`src/rtl/dels_pkg.sv`:
```
`timescale 1ns / 1ps
package dels_pkg;

  localparam int DEPTH_DEF      = 64;
  localparam int ELEM_WIDTH_DEF = 32;

  localparam int ELEMENT_W   = 32;
  localparam int LEN_W       = 7;
  localparam int IDX_W       = 8;
  localparam int CNT_IN_W    = 7;
  localparam int IDX_EXT_W   = 10;
  localparam int IN_TDATA_W  = 56;
  localparam int OUT_TDATA_W = 40;

  localparam logic [CNT_IN_W-1:0] POP_MAX = 7'd64;

  typedef enum logic [1:0] {
    FUNC_PUSH_TAIL,
    FUNC_PUSH_HEAD,
    FUNC_RANGE,
    FUNC_POP
  } func_e;

  typedef enum logic [1:0] {
    STATUS_OK,
    STATUS_EMPTY,
    STATUS_FULL
  } status_e;

  typedef enum logic {
    CS_IDLE,
    CS_STREAM
  } ctrl_state_e;

  // Result slot issued by the controller, aligned with the memory read data.
  typedef struct packed {
    logic             valid;
    logic             use_mem;
    status_e          status;
    logic             last;
    logic [LEN_W-1:0] len;
  } rsp_meta_t;

  typedef struct packed {
    logic [ELEMENT_W-1:0] element;
    logic [LEN_W-1:0]     len;
    status_e              status;
    logic                 last;
  } out_beat_t;

endpackage

```
`src/rtl/dels_mem.sv`:
```
`timescale 1ns / 1ps
module dels_mem #(
  parameter  int DEPTH = dels_pkg::DEPTH_DEF,
  parameter  int WIDTH = dels_pkg::ELEM_WIDTH_DEF,
  localparam int AW    = (DEPTH > 1) ? $clog2(DEPTH) : 1
) (
  input  logic             clk_i,
  input  logic             we_i,
  input  logic [AW-1:0]    waddr_i,
  input  logic [WIDTH-1:0] wdata_i,
  input  logic             re_i,
  input  logic [AW-1:0]    raddr_i,
  output logic [WIDTH-1:0] rdata_o
);

  logic [WIDTH-1:0] mem_q [DEPTH];
  logic [WIDTH-1:0] rdata_q;

  always_ff @(posedge clk_i) begin
    if (we_i) begin
      mem_q[waddr_i] <= wdata_i;
    end
  end

  always_ff @(posedge clk_i) begin
    if (re_i) begin
      rdata_q <= mem_q[raddr_i];
    end
  end

  assign rdata_o = rdata_q;

endmodule

```
`src/rtl/dels_outq.sv`:
```
`timescale 1ns / 1ps
module dels_outq (
  input  logic                clk_i,
  input  logic                rst_ni,
  input  logic                push_i,
  input  dels_pkg::out_beat_t push_beat_i,
  output logic                out_valid_o,
  input  logic                out_ready_i,
  output dels_pkg::out_beat_t out_beat_o,
  output logic [1:0]          occ_o
);
  import dels_pkg::*;

  out_beat_t  slot_q [2];
  logic       wr_q, wr_d;
  logic       rd_q, rd_d;
  logic [1:0] occ_q, occ_d;
  logic       pop;

  assign out_valid_o = (occ_q != 2'd0);
  assign pop         = out_valid_o && out_ready_i;
  assign out_beat_o  = slot_q[rd_q];
  assign occ_o       = occ_q;

  always_comb begin
    wr_d  = push_i ? ~wr_q : wr_q;
    rd_d  = pop ? ~rd_q : rd_q;
    occ_d = occ_q + {1'b0, push_i} - {1'b0, pop};
  end

  always_ff @(posedge clk_i or negedge rst_ni) begin
    if (!rst_ni) begin
      wr_q  <= 1'b0;
      rd_q  <= 1'b0;
      occ_q <= 2'd0;
    end else begin
      wr_q  <= wr_d;
      rd_q  <= rd_d;
      occ_q <= occ_d;
    end
  end

  always_ff @(posedge clk_i) begin
    if (push_i) begin
      slot_q[wr_q] <= push_beat_i;
    end
  end

endmodule

```
`src/rtl/dels_ctrl.sv`:
```
`timescale 1ns / 1ps
module dels_ctrl #(
  parameter  int DEPTH      = dels_pkg::DEPTH_DEF,
  parameter  int ELEM_WIDTH = dels_pkg::ELEM_WIDTH_DEF,
  localparam int AW         = (DEPTH > 1) ? $clog2(DEPTH) : 1,
  localparam int CW         = $clog2(DEPTH + 1)
) (
  input  logic                                clk_i,
  input  logic                                rst_ni,
  input  logic                                in_valid_i,
  output logic                                in_ready_o,
  input  dels_pkg::func_e                     func_i,
  input  logic [ELEM_WIDTH-1:0]               value_i,
  input  logic signed [dels_pkg::IDX_W-1:0]   start_index_i,
  input  logic signed [dels_pkg::IDX_W-1:0]   stop_index_i,
  input  logic [dels_pkg::CNT_IN_W-1:0]       pop_count_i,
  input  logic [1:0]                          q_occ_i,
  input  logic                                q_pop_i,
  output logic                                mem_we_o,
  output logic [AW-1:0]                       mem_waddr_o,
  output logic [ELEM_WIDTH-1:0]               mem_wdata_o,
  output logic                                mem_re_o,
  output logic [AW-1:0]                       mem_raddr_o,
  output dels_pkg::rsp_meta_t                 rsp_o
);
  import dels_pkg::*;

  ctrl_state_e      state_q, state_d;
  logic [AW-1:0]    head_q, head_d;
  logic [CW-1:0]    count_q, count_d;
  logic [AW-1:0]    addr_q, addr_d;
  logic [CW-1:0]    remain_q, remain_d;
  logic [LEN_W-1:0] len_q, len_d;
  rsp_meta_t        rsp_q, rsp_d;

  logic [1:0] level;
  logic       can_issue;
  logic       accept;

  logic                        full;
  logic [AW-1:0]               tail_addr;
  logic [AW-1:0]               head_dec;
  logic signed [IDX_EXT_W-1:0] len_x, s_x, e_x, s_adj, e_adj, s_cl, e_cl, n_x;
  logic                        range_empty;
  logic [CNT_IN_W-1:0]         req, cnt_x, num_x;
  logic                        pop_empty;
  logic [CW-1:0]               pop_num;

  // Ring add: base and offset sum stays below twice the depth.
  function automatic logic [AW-1:0] ring_add(logic [AW-1:0] base, logic [AW:0] off);
    logic [AW+1:0] sum;
    sum = {2'b00, base} + {1'b0, off};
    if (sum >= (AW+2)'(DEPTH)) begin
      sum = sum - (AW+2)'(DEPTH);
    end
    return sum[AW-1:0];
  endfunction

  // Credit toward the output queue: queued beats plus the one in flight.
  assign level      = q_occ_i + {1'b0, rsp_q.valid};
  assign can_issue  = (level < 2'd2) || ((level == 2'd2) && q_pop_i);
  assign in_ready_o = (state_q == CS_IDLE) && can_issue;
  assign accept     = in_valid_i && in_ready_o;

  always_comb begin
    full      = (count_q == CW'(DEPTH));
    tail_addr = ring_add(head_q, (AW+1)'(count_q));
    head_dec  = (head_q == '0) ? AW'(DEPTH - 1) : head_q - AW'(1);

    len_x = $signed(IDX_EXT_W'(count_q));
    s_x   = IDX_EXT_W'(start_index_i);
    e_x   = IDX_EXT_W'(stop_index_i);
    s_adj = s_x[IDX_EXT_W-1] ? s_x + len_x : s_x;
    e_adj = e_x[IDX_EXT_W-1] ? e_x + len_x : e_x;
    s_cl  = s_adj[IDX_EXT_W-1] ? '0 : s_adj;
    e_cl  = (e_adj >= len_x) ? len_x - IDX_EXT_W'(1) : e_adj;
    range_empty = (s_cl > e_cl) || (s_cl >= len_x);
    n_x   = e_cl - s_cl + IDX_EXT_W'(1);

    req       = (pop_count_i > POP_MAX) ? POP_MAX : pop_count_i;
    cnt_x     = CNT_IN_W'(count_q);
    num_x     = (req < cnt_x) ? req : cnt_x;
    pop_empty = (req == '0) || (count_q == '0);
    pop_num   = CW'(num_x);
  end

  always_comb begin
    state_d     = state_q;
    head_d      = head_q;
    count_d     = count_q;
    addr_d      = addr_q;
    remain_d    = remain_q;
    len_d       = len_q;
    mem_we_o    = 1'b0;
    mem_waddr_o = tail_addr;
    mem_wdata_o = value_i;
    mem_re_o    = 1'b0;
    mem_raddr_o = addr_q;
    rsp_d       = '0;

    unique case (state_q)
      CS_IDLE: begin
        if (accept) begin
          rsp_d.valid   = 1'b1;
          rsp_d.use_mem = 1'b0;
          rsp_d.last    = 1'b1;
          rsp_d.status  = STATUS_OK;
          rsp_d.len     = LEN_W'(count_q);
          unique case (func_i)
            FUNC_PUSH_TAIL, FUNC_PUSH_HEAD: begin
              if (full) begin
                rsp_d.status = STATUS_FULL;
              end else begin
                mem_we_o = 1'b1;
                if (func_i == FUNC_PUSH_HEAD) begin
                  head_d      = head_dec;
                  mem_waddr_o = head_dec;
                end
                count_d   = count_q + CW'(1);
                rsp_d.len = LEN_W'(count_d);
              end
            end
            FUNC_RANGE: begin
              if (range_empty) begin
                rsp_d.status = STATUS_EMPTY;
              end else begin
                rsp_d.valid = 1'b0;
                addr_d      = ring_add(head_q, (AW+1)'(s_cl[AW-1:0]));
                remain_d    = CW'(n_x);
                len_d       = LEN_W'(count_q);
                state_d     = CS_STREAM;
              end
            end
            FUNC_POP: begin
              if (pop_empty) begin
                rsp_d.status = STATUS_EMPTY;
              end else begin
                rsp_d.valid = 1'b0;
                addr_d      = head_q;
                head_d      = ring_add(head_q, (AW+1)'(pop_num));
                count_d     = count_q - pop_num;
                remain_d    = pop_num;
                len_d       = LEN_W'(count_d);
                state_d     = CS_STREAM;
              end
            end
            default: ;
          endcase
        end
      end
      CS_STREAM: begin
        if (can_issue) begin
          mem_re_o      = 1'b1;
          rsp_d.valid   = 1'b1;
          rsp_d.use_mem = 1'b1;
          rsp_d.status  = STATUS_OK;
          rsp_d.last    = (remain_q == CW'(1));
          rsp_d.len     = len_q;
          addr_d        = ring_add(addr_q, (AW+1)'(1));
          remain_d      = remain_q - CW'(1);
          if (remain_q == CW'(1)) begin
            state_d = CS_IDLE;
          end
        end
      end
      default: state_d = CS_IDLE;
    endcase
  end

  always_ff @(posedge clk_i or negedge rst_ni) begin
    if (!rst_ni) begin
      state_q  <= CS_IDLE;
      head_q   <= '0;
      count_q  <= '0;
      remain_q <= '0;
      rsp_q    <= '0;
    end else begin
      state_q  <= state_d;
      head_q   <= head_d;
      count_q  <= count_d;
      remain_q <= remain_d;
      rsp_q    <= rsp_d;
    end
  end

  always_ff @(posedge clk_i) begin
    addr_q <= addr_d;
    len_q  <= len_d;
  end

  assign rsp_o = rsp_q;

endmodule

```
`src/rtl/double_ended_list_store.sv`:
```
`timescale 1ns / 1ps
// Path: a push or single-result beat passes the result slot register, then the output queue;
//   a range read or pop enters the stream state first, then reads the slot memory.
// Throughput: a range read or pop holds the input off until its last element issues;
//   the single memory read port streams one element per cycle while queue credit lasts.
// Reset: clears head pointer, element count, controller and output queue at once;
//   the slot memory is not cleared and needs no clearing pass.
module double_ended_list_store #(
  parameter  int DEPTH      = dels_pkg::DEPTH_DEF,
  parameter  int ELEM_WIDTH = dels_pkg::ELEM_WIDTH_DEF,
  localparam int AW         = (DEPTH > 1) ? $clog2(DEPTH) : 1
) (
  input  logic                              clk_i,
  input  logic                              rst_ni,
  // Input beats.
  input  logic                              s_axis_tvalid,
  output logic                              s_axis_tready,
  // [31:0] value, [39:32] start_index, [47:40] stop_index, [54:48] pop_count
  input  logic [dels_pkg::IN_TDATA_W-1:0]   s_axis_tdata,
  // [1:0] func
  input  logic [1:0]                        s_axis_tuser,
  // Result beats.
  output logic                              m_axis_tvalid,
  input  logic                              m_axis_tready,
  // [31:0] element, [38:32] length
  output logic [dels_pkg::OUT_TDATA_W-1:0]  m_axis_tdata,
  // [1:0] status
  output logic [1:0]                        m_axis_tuser,
  output logic                              m_axis_tlast
);
  import dels_pkg::*;

  // Unpack the input beat.
  func_e                   func;
  logic [ELEM_WIDTH-1:0]   value_w;
  logic signed [IDX_W-1:0] start_index;
  logic signed [IDX_W-1:0] stop_index;
  logic [CNT_IN_W-1:0]     pop_count;

  assign func        = func_e'(s_axis_tuser);
  assign value_w     = ELEM_WIDTH'(s_axis_tdata[31:0]);
  assign start_index = s_axis_tdata[39:32];
  assign stop_index  = s_axis_tdata[47:40];
  assign pop_count   = s_axis_tdata[54:48];

  logic                  mem_we;
  logic [AW-1:0]         mem_waddr;
  logic [ELEM_WIDTH-1:0] mem_wdata;
  logic                  mem_re;
  logic [AW-1:0]         mem_raddr;
  logic [ELEM_WIDTH-1:0] mem_rdata;
  rsp_meta_t             rsp;
  logic [1:0]            q_occ;
  logic                  q_pop;
  out_beat_t             push_beat;
  out_beat_t             out_beat;

  assign q_pop = m_axis_tvalid && m_axis_tready;

  // Controller: owns head and count, sequences memory reads for ranges and pops.
  dels_ctrl #(
    .DEPTH      (DEPTH),
    .ELEM_WIDTH (ELEM_WIDTH)
  ) u_ctrl (
    .clk_i         (clk_i),
    .rst_ni        (rst_ni),
    .in_valid_i    (s_axis_tvalid),
    .in_ready_o    (s_axis_tready),
    .func_i        (func),
    .value_i       (value_w),
    .start_index_i (start_index),
    .stop_index_i  (stop_index),
    .pop_count_i   (pop_count),
    .q_occ_i       (q_occ),
    .q_pop_i       (q_pop),
    .mem_we_o      (mem_we),
    .mem_waddr_o   (mem_waddr),
    .mem_wdata_o   (mem_wdata),
    .mem_re_o      (mem_re),
    .mem_raddr_o   (mem_raddr),
    .rsp_o         (rsp)
  );

  // Slot store: one write and one registered read port.
  dels_mem #(
    .DEPTH (DEPTH),
    .WIDTH (ELEM_WIDTH)
  ) u_mem (
    .clk_i   (clk_i),
    .we_i    (mem_we),
    .waddr_i (mem_waddr),
    .wdata_i (mem_wdata),
    .re_i    (mem_re),
    .raddr_i (mem_raddr),
    .rdata_o (mem_rdata)
  );

  // Merge the read data with the result slot; drop to zero where no element is read.
  always_comb begin
    push_beat.element = rsp.use_mem ? ELEMENT_W'(mem_rdata) : '0;
    push_beat.len     = rsp.len;
    push_beat.status  = rsp.status;
    push_beat.last    = rsp.last;
  end

  // Two-entry output queue parts the result side from the memory pipeline.
  dels_outq u_outq (
    .clk_i       (clk_i),
    .rst_ni      (rst_ni),
    .push_i      (rsp.valid),
    .push_beat_i (push_beat),
    .out_valid_o (m_axis_tvalid),
    .out_ready_i (m_axis_tready),
    .out_beat_o  (out_beat),
    .occ_o       (q_occ)
  );

  // Pack the result beat.
  assign m_axis_tdata = {1'b0, out_beat.len, out_beat.element};
  assign m_axis_tuser = out_beat.status;
  assign m_axis_tlast = out_beat.last;

endmodule

```
`config.mk`:
```
export PLATFORM = sky130hd
export DESIGN_NAME = double_ended_list_store
export DESIGN_NICKNAME = d
export VERILOG_FILES = /design/src/rtl/dels_pkg.sv /design/src/rtl/dels_mem.sv /design/src/rtl/dels_outq.sv /design/src/rtl/dels_ctrl.sv /design/src/rtl/double_ended_list_store.sv
export SDC_FILE = /design/constraint.sdc
export NUM_CORES = 2
export LEC_CHECK = 0
export BUFFER_PORTS_ARGS = -buffer_cell sky130_fd_sc_hd__buf_2
export CELL_PAD_IN_SITES_DETAIL_PLACEMENT = 2
export CELL_PAD_IN_SITES_GLOBAL_PLACEMENT = 2
export CORE_MARGIN = 3
export CORE_UTILIZATION = 50
export CTS_CLUSTER_DIAMETER = 40
export DETAILED_ROUTE_END_ITERATION = 8
export PLACE_DENSITY_LB_ADDON = 0.08
export RECOVER_POWER = 50
export SLEW_MARGIN = 20
export SYNTH_ARGS = -nofsm -noshare
export SYNTH_HDL_FRONTEND = slang
export SYNTH_SLANG_ARGS = --single-unit
```
`constraint.sdc`:
```
create_clock -name clk_i -period 6.7 [get_ports clk_i]
set_input_delay 1.005 -clock clk_i [delete_from_list [all_inputs] [get_ports clk_i]]
set_output_delay 1.005 -clock clk_i [all_outputs]
set_load 0.05 [all_outputs]
```
==> impl_results.html <==
<table>
<tr><th>Metric</th><th>Value</th></tr>
<tr><th colspan="2">Power and ir drop</th></tr>
<tr><td>Fraction of power consumed by sequential logic</td><td>0.335</td></tr>
<tr><td>Worst IR drop on VDD</td><td>0.420 mV</td></tr>
<tr><td>Portion of total power attributed to combinational logic</td><td>0.328</td></tr>
<tr><td>Switching power share of the total</td><td>0.350</td></tr>
<tr><td>Clock Power Share</td><td>0.337</td></tr>
<tr><td>Lkg Pwr</td><td>0.0328 µW</td></tr>
<tr><td>Power spent charging and discharging nets</td><td>17500 µW</td></tr>
<tr><td>Pwr dens</td><td>489 nW/µm²</td></tr>
<tr><td>Cell Int Power</td><td>32500 µW</td></tr>
<tr><th colspan="2">Routing</th></tr>
<tr><td>WL final</td><td>320000 µm</td></tr>
<tr><td># DRC</td><td>0</td></tr>
<tr><td>Met3 Wirelength</td><td>24000 µm</td></tr>
<tr><td>Vias post-DR</td><td>46900</td></tr>
<tr><td>Per-cell routed wire length</td><td>47.1 µm</td></tr>
<tr><td>First-iteration detailed-routing DRC count</td><td>6789</td></tr>
<tr><td>Highest metal layer with signal wires</td><td>met5</td></tr>
<tr><td>Wire length on met1</td><td>116000 µm</td></tr>
<tr><td>TritonRoute pass-1 iters</td><td>6</td></tr>
<tr><td>Count of nets left with antenna violations after detail routing</td><td>0</td></tr>
<tr><td>Total length of routed met2 wires</td><td>165000 µm</td></tr>
<tr><td>Vias per Instance</td><td>6.89</td></tr>
<tr><th colspan="2">Global route</th></tr>
<tr><td>First-pass GRT wire length</td><td>440000 µm</td></tr>
<tr><td>Overall track demand over capacity in global routing</td><td>0.356</td></tr>
<tr><td>Largest net degree at the start of global routing</td><td>134</td></tr>
<tr><td>Number of global-route vias before repair</td><td>49900</td></tr>
<tr><td>Antenna violations before repair</td><td>48</td></tr>
<tr><td>Congestion Overflow GR</td><td>0</td></tr>
<tr><th colspan="2">Logic synthesis</th></tr>
<tr><td>Synth Cell Area</td><td>87700 µm²</td></tr>
<tr><td>Post-synthesis cell type count</td><td>72</td></tr>
<tr><td>Share of flip-flops with an asynchronous set or reset</td><td>0.0167</td></tr>
<tr><td>Mean instance size in the synthesized netlist</td><td>22.7 µm²</td></tr>
<tr><td>Number of synthesized register bits</td><td>2214</td></tr>
<tr><td>Sequential-to-total area share from yosys stat</td><td>0.756</td></tr>
<tr><td>Net count after synthesis</td><td>4013</td></tr>
<tr><td>Post-synth EDFFs</td><td>2177</td></tr>
<tr><td>Number of standard cells after synthesis</td><td>3861</td></tr>
<tr><td>Synth Flop Type</td><td>edfxtp_1</td></tr>
<tr><td>Number of warnings issued by yosys</td><td>0</td></tr>
<tr><th colspan="2">Clocking</th></tr>
<tr><td>Post-CTS setup-driven buffer insertion count</td><td>0</td></tr>
<tr><td>TritonCTS clock tree</td><td>done</td></tr>
<tr><td>Number of H-tree levels</td><td>5</td></tr>
<tr><td>Clock buffers created by TritonCTS</td><td>310</td></tr>
<tr><td>Worst skew pair latency</td><td>1.00 ns</td></tr>
<tr><td>CTS Hold Buffers Added</td><td>0</td></tr>
<tr><td>Clock-pin transition on the worst setup and hold timing paths</td><td>0.07 ns</td></tr>
<tr><td>Total of cells resized after clock tree synthesis</td><td>0</td></tr>
<tr><td>Cell chosen for the clock root</td><td>clkbuf_16</td></tr>
<tr><td>Number of sinks on the clock net</td><td>2214</td></tr>
<tr><td>Max Root-Sink Buffers</td><td>4</td></tr>
<tr><th colspan="2">STA</th></tr>
<tr><td>Worst rel slew slack</td><td>-1.75</td></tr>
<tr><td>Maximum clock rate</td><td>156 MHz</td></tr>
<tr><td>Total count of max-transition violations in the final report</td><td>2196</td></tr>
<tr><td>Share of the clock period used by the worst path</td><td>0.956</td></tr>
<tr><td>Number of hold violations in the final report</td><td>0</td></tr>
<tr><td>Largest clock skew in the final design</td><td>0.110 ns</td></tr>
<tr><td>Finish-stage setup viols</td><td>0</td></tr>
<tr><td>Setup repair after global routing missed its margin</td><td>false</td></tr>
<tr><td>Post-Route Setup TNS</td><td>0 ns</td></tr>
<tr><td>Final critical path time including I/O delays and setup</td><td>6.41 ns</td></tr>
<tr><td>Smallest hold slack</td><td>0.394 ns</td></tr>
<tr><td>Transition time at the pin with the least slew margin</td><td>4.13 ns</td></tr>
<tr><th colspan="2">Floorplanning</th></tr>
<tr><td>Height of the die</td><td>425 µm</td></tr>
<tr><td>Core area</td><td>174000 µm²</td></tr>
<tr><td>Full die area</td><td>181000 µm²</td></tr>
<tr><td>Cell row count</td><td>153</td></tr>
<tr><td>Starting Density</td><td>0.504</td></tr>
<tr><td>Horizontal die dimension</td><td>425 µm</td></tr>
<tr><td># IOs</td><td>107</td></tr>
<tr><th colspan="2">Critical path</th></tr>
<tr><td>Required time of the critical path</td><td>7.31 ns</td></tr>
<tr><td>Critical-path maximum fanout</td><td>7</td></tr>
<tr><td>Critical path class</td><td>flip-flop to flip-flop</td></tr>
<tr><td>Nature of the critical path endpoint</td><td>flip-flop</td></tr>
<tr><td>Startpoint kind of the worst setup timing path</td><td>flip-flop</td></tr>
<tr><td>Endpoint arrival time on the critical path</td><td>7.01 ns</td></tr>
<tr><th colspan="2">Placed design</th></tr>
<tr><td>Last weighted congestion value of the routability-driven placer</td><td>0.854</td></tr>
<tr><td>Number of buffers inserted by port buffering</td><td>104</td></tr>
<tr><td>Post-placement cell count</td><td>6237</td></tr>
<tr><td>DPL Wire Length</td><td>174000 µm</td></tr>
<tr><th colspan="2">Job</th></tr>
<tr><td>Max-Cap Viols</td><td>37</td></tr>
<tr><th colspan="2">Final layout</th></tr>
<tr><td>Commonest non-fill, non-tap cells in the layout</td><td>2177 x edfxtp_1, 672 x mux4_2, 315 x clkbuf_16</td></tr>
<tr><td>Signed area change from the synthesized netlist to the final layout</td><td>16.4%</td></tr>
<tr><td>Fraction of final layout cells with drive strength greater than 1</td><td>0.332</td></tr>
<tr><td>Final net count</td><td>4389</td></tr>
<tr><td>Post-Layout Cell Count</td><td>6807</td></tr>
<tr><td>Most common cell after layout, fill and taps aside</td><td>edfxtp_1</td></tr>
<tr><th colspan="2">Outcome</th></tr>
<tr><td>Status</td><td>finished with violations</td></tr>
<tr><td>Violated checks</td><td>capacitance limit, slew limit</td></tr>
<tr><th colspan="2">Min path</th></tr>
<tr><td>Path class of the lowest-slack min-delay path</td><td>input port to flip-flop</td></tr>
</table>
## power by group through the flow
| stage | logic [µW] | registers, µW | clock network, µW |
|---|---|---|---|
| 5_1_grt | 16900 | 16800 | 17500 |
| 3_5_place_dp | 15600 | 16900 | 0 |
| 2_1_floorplan | 9890 | 16600 | 0 |
| 6_report | 16400 | 16800 | 16900 |
| 3_3_place_gp | 14700 | 16800 | 0 |
| 4_1_cts | 16200 | 16700 | 16900 |
## final timing paths
path,start,endpoint,slack [ns],cells after the start
setup / recovery,u_ctrl.cnt_x[0]$_DFFE_PN0P_,u_ctrl.len_q[1]$_DFFE_PP_,0.29,27
hold / removal,s_axis_tdata[20],u_mem.mem_q[6][20]$_DFFE_PP_,0.39,1
setup reg to reg,u_ctrl.cnt_x[0]$_DFFE_PN0P_,u_ctrl.len_q[1]$_DFFE_PP_,0.29,27
hold reg to reg,u_ctrl.rsp_o[3]$_DFF_PN0_,u_outq.slot_q[0][6]$_DFFE_PP_,0.47,0
max in group asynchronous,rst_ni,u_outq.rd_q$_DFFE_PN0P_,3.92,1
min in group asynchronous,rst_ni,u_outq.occ_o[0]$_DFF_PN0_,0.98,1
## sequential cells by signal (all words and copies together) (netlist names)
| name | cells |
|---|---|
| u_ctrl.state_q | 1 |
| u_outq.rd_q | 1 |
| u_outq.occ_o | 2 |
| u_ctrl.cnt_x | 7 |
| u_ctrl.len_q | 7 |
| u_outq.slot_q | 84 |
| u_mem.rdata_o | 32 |
| u_ctrl.mem_raddr_o | 6 |
| u_outq.wr_q | 1 |
| u_ctrl.head_q | 6 |
| u_mem.mem_q | 2048 |
| u_ctrl.remain_q | 7 |
| u_ctrl.rsp_o | 12 |
## worst max-delay path: stages, from the launching register on
cell       delay (ns)
dfrtp_1          0.37
ha_1             0.24
fa_1             0.43
a211oi_1         0.30
nor2_1           0.15
o21a_1           0.19
nor2_1           0.12
xnor2_1          0.07
mux2_2           0.29
ha_1             0.33
a21oi_1          0.19
nand3_1          0.13
or3_1            0.35
nand2b_1         0.15
nor2_1           0.07
a21oi_1          0.18
ha_1             0.23
inv_1            0.08
fa_1             0.44
a211o_1          0.30
o2111ai_1        0.12
a21oi_1          0.11
nor4_1           0.19
buf_4            0.19
a31o_1           0.27
nand2_1          0.17
nor2_1           0.22
buf_4            0.23
## layer usage
metal | track usage | up-vias
met1 | 0.451 | 25900
met2 | 0.611 | 3076
met4 | 0.146 | 20
met5 | 0 | -
li1 | - | 17200
met3 | 0.0608 | 733
## synthesized netlist by cell type (all sizes together), types with 40 or more instances
cell / instances / share of area
a21oi: 55 / 0.0033
and2: 40 / 0.0029
buf: 82 / 0.0045
clkbuf: 109 / 0.0047
edfxtp: 2177 / 0.75
ha: 82 / 0.012
inv: 55 / 0.0024
mux2: 57 / 0.0074
mux4: 672 / 0.17
nand2: 62 / 0.0027
nor2: 105 / 0.0045
o21ai: 44 / 0.0025
## per-stage QoR
stage | total power, µW | worst slack (ns) | area [µm²] | utilization
2_1_floorplan | 26400 | 0.457 | 87700 | -
5_1_grt | 51200 | 0.0354 | 102000 | 0.586
3_3_place_gp | 31500 | 0.0517 | 92000 | 0.528
3_5_place_dp | 32500 | -0.213 | 92000 | 0.528
4_1_cts | 49900 | 0.352 | 102000 | 0.586
6_report | 50000 | 0.292 | 102000 | 0.586
## cell families after synthesis
family,count (synthesis),share of synthesized area
xor+xnor,48,0.00479
mux,747,0.182
fa+ha+maj,90,0.0135
other cells,1,0.0000427
simple gates,326,0.0187
flops,2214,0.756
compound gates,189,0.0138
buf+inv,246,0.0115
## final cells by class
class / instances / area [µm²]
Sequential cell: 2214 / 66300
Clock buffer: 357 / 8070
Inverter: 55 / 206
Clock inverter: 186 / 2020
Multi-Input combinational cell: 1401 / 20900
Fill cell: 13900 / 72100
Tap cell: 2325 / 2910
Timing Repair Buffer: 255 / 1680
Antenna cell: 14 / 35.0
Note: power is estimated with default switching activity, not from simulation.
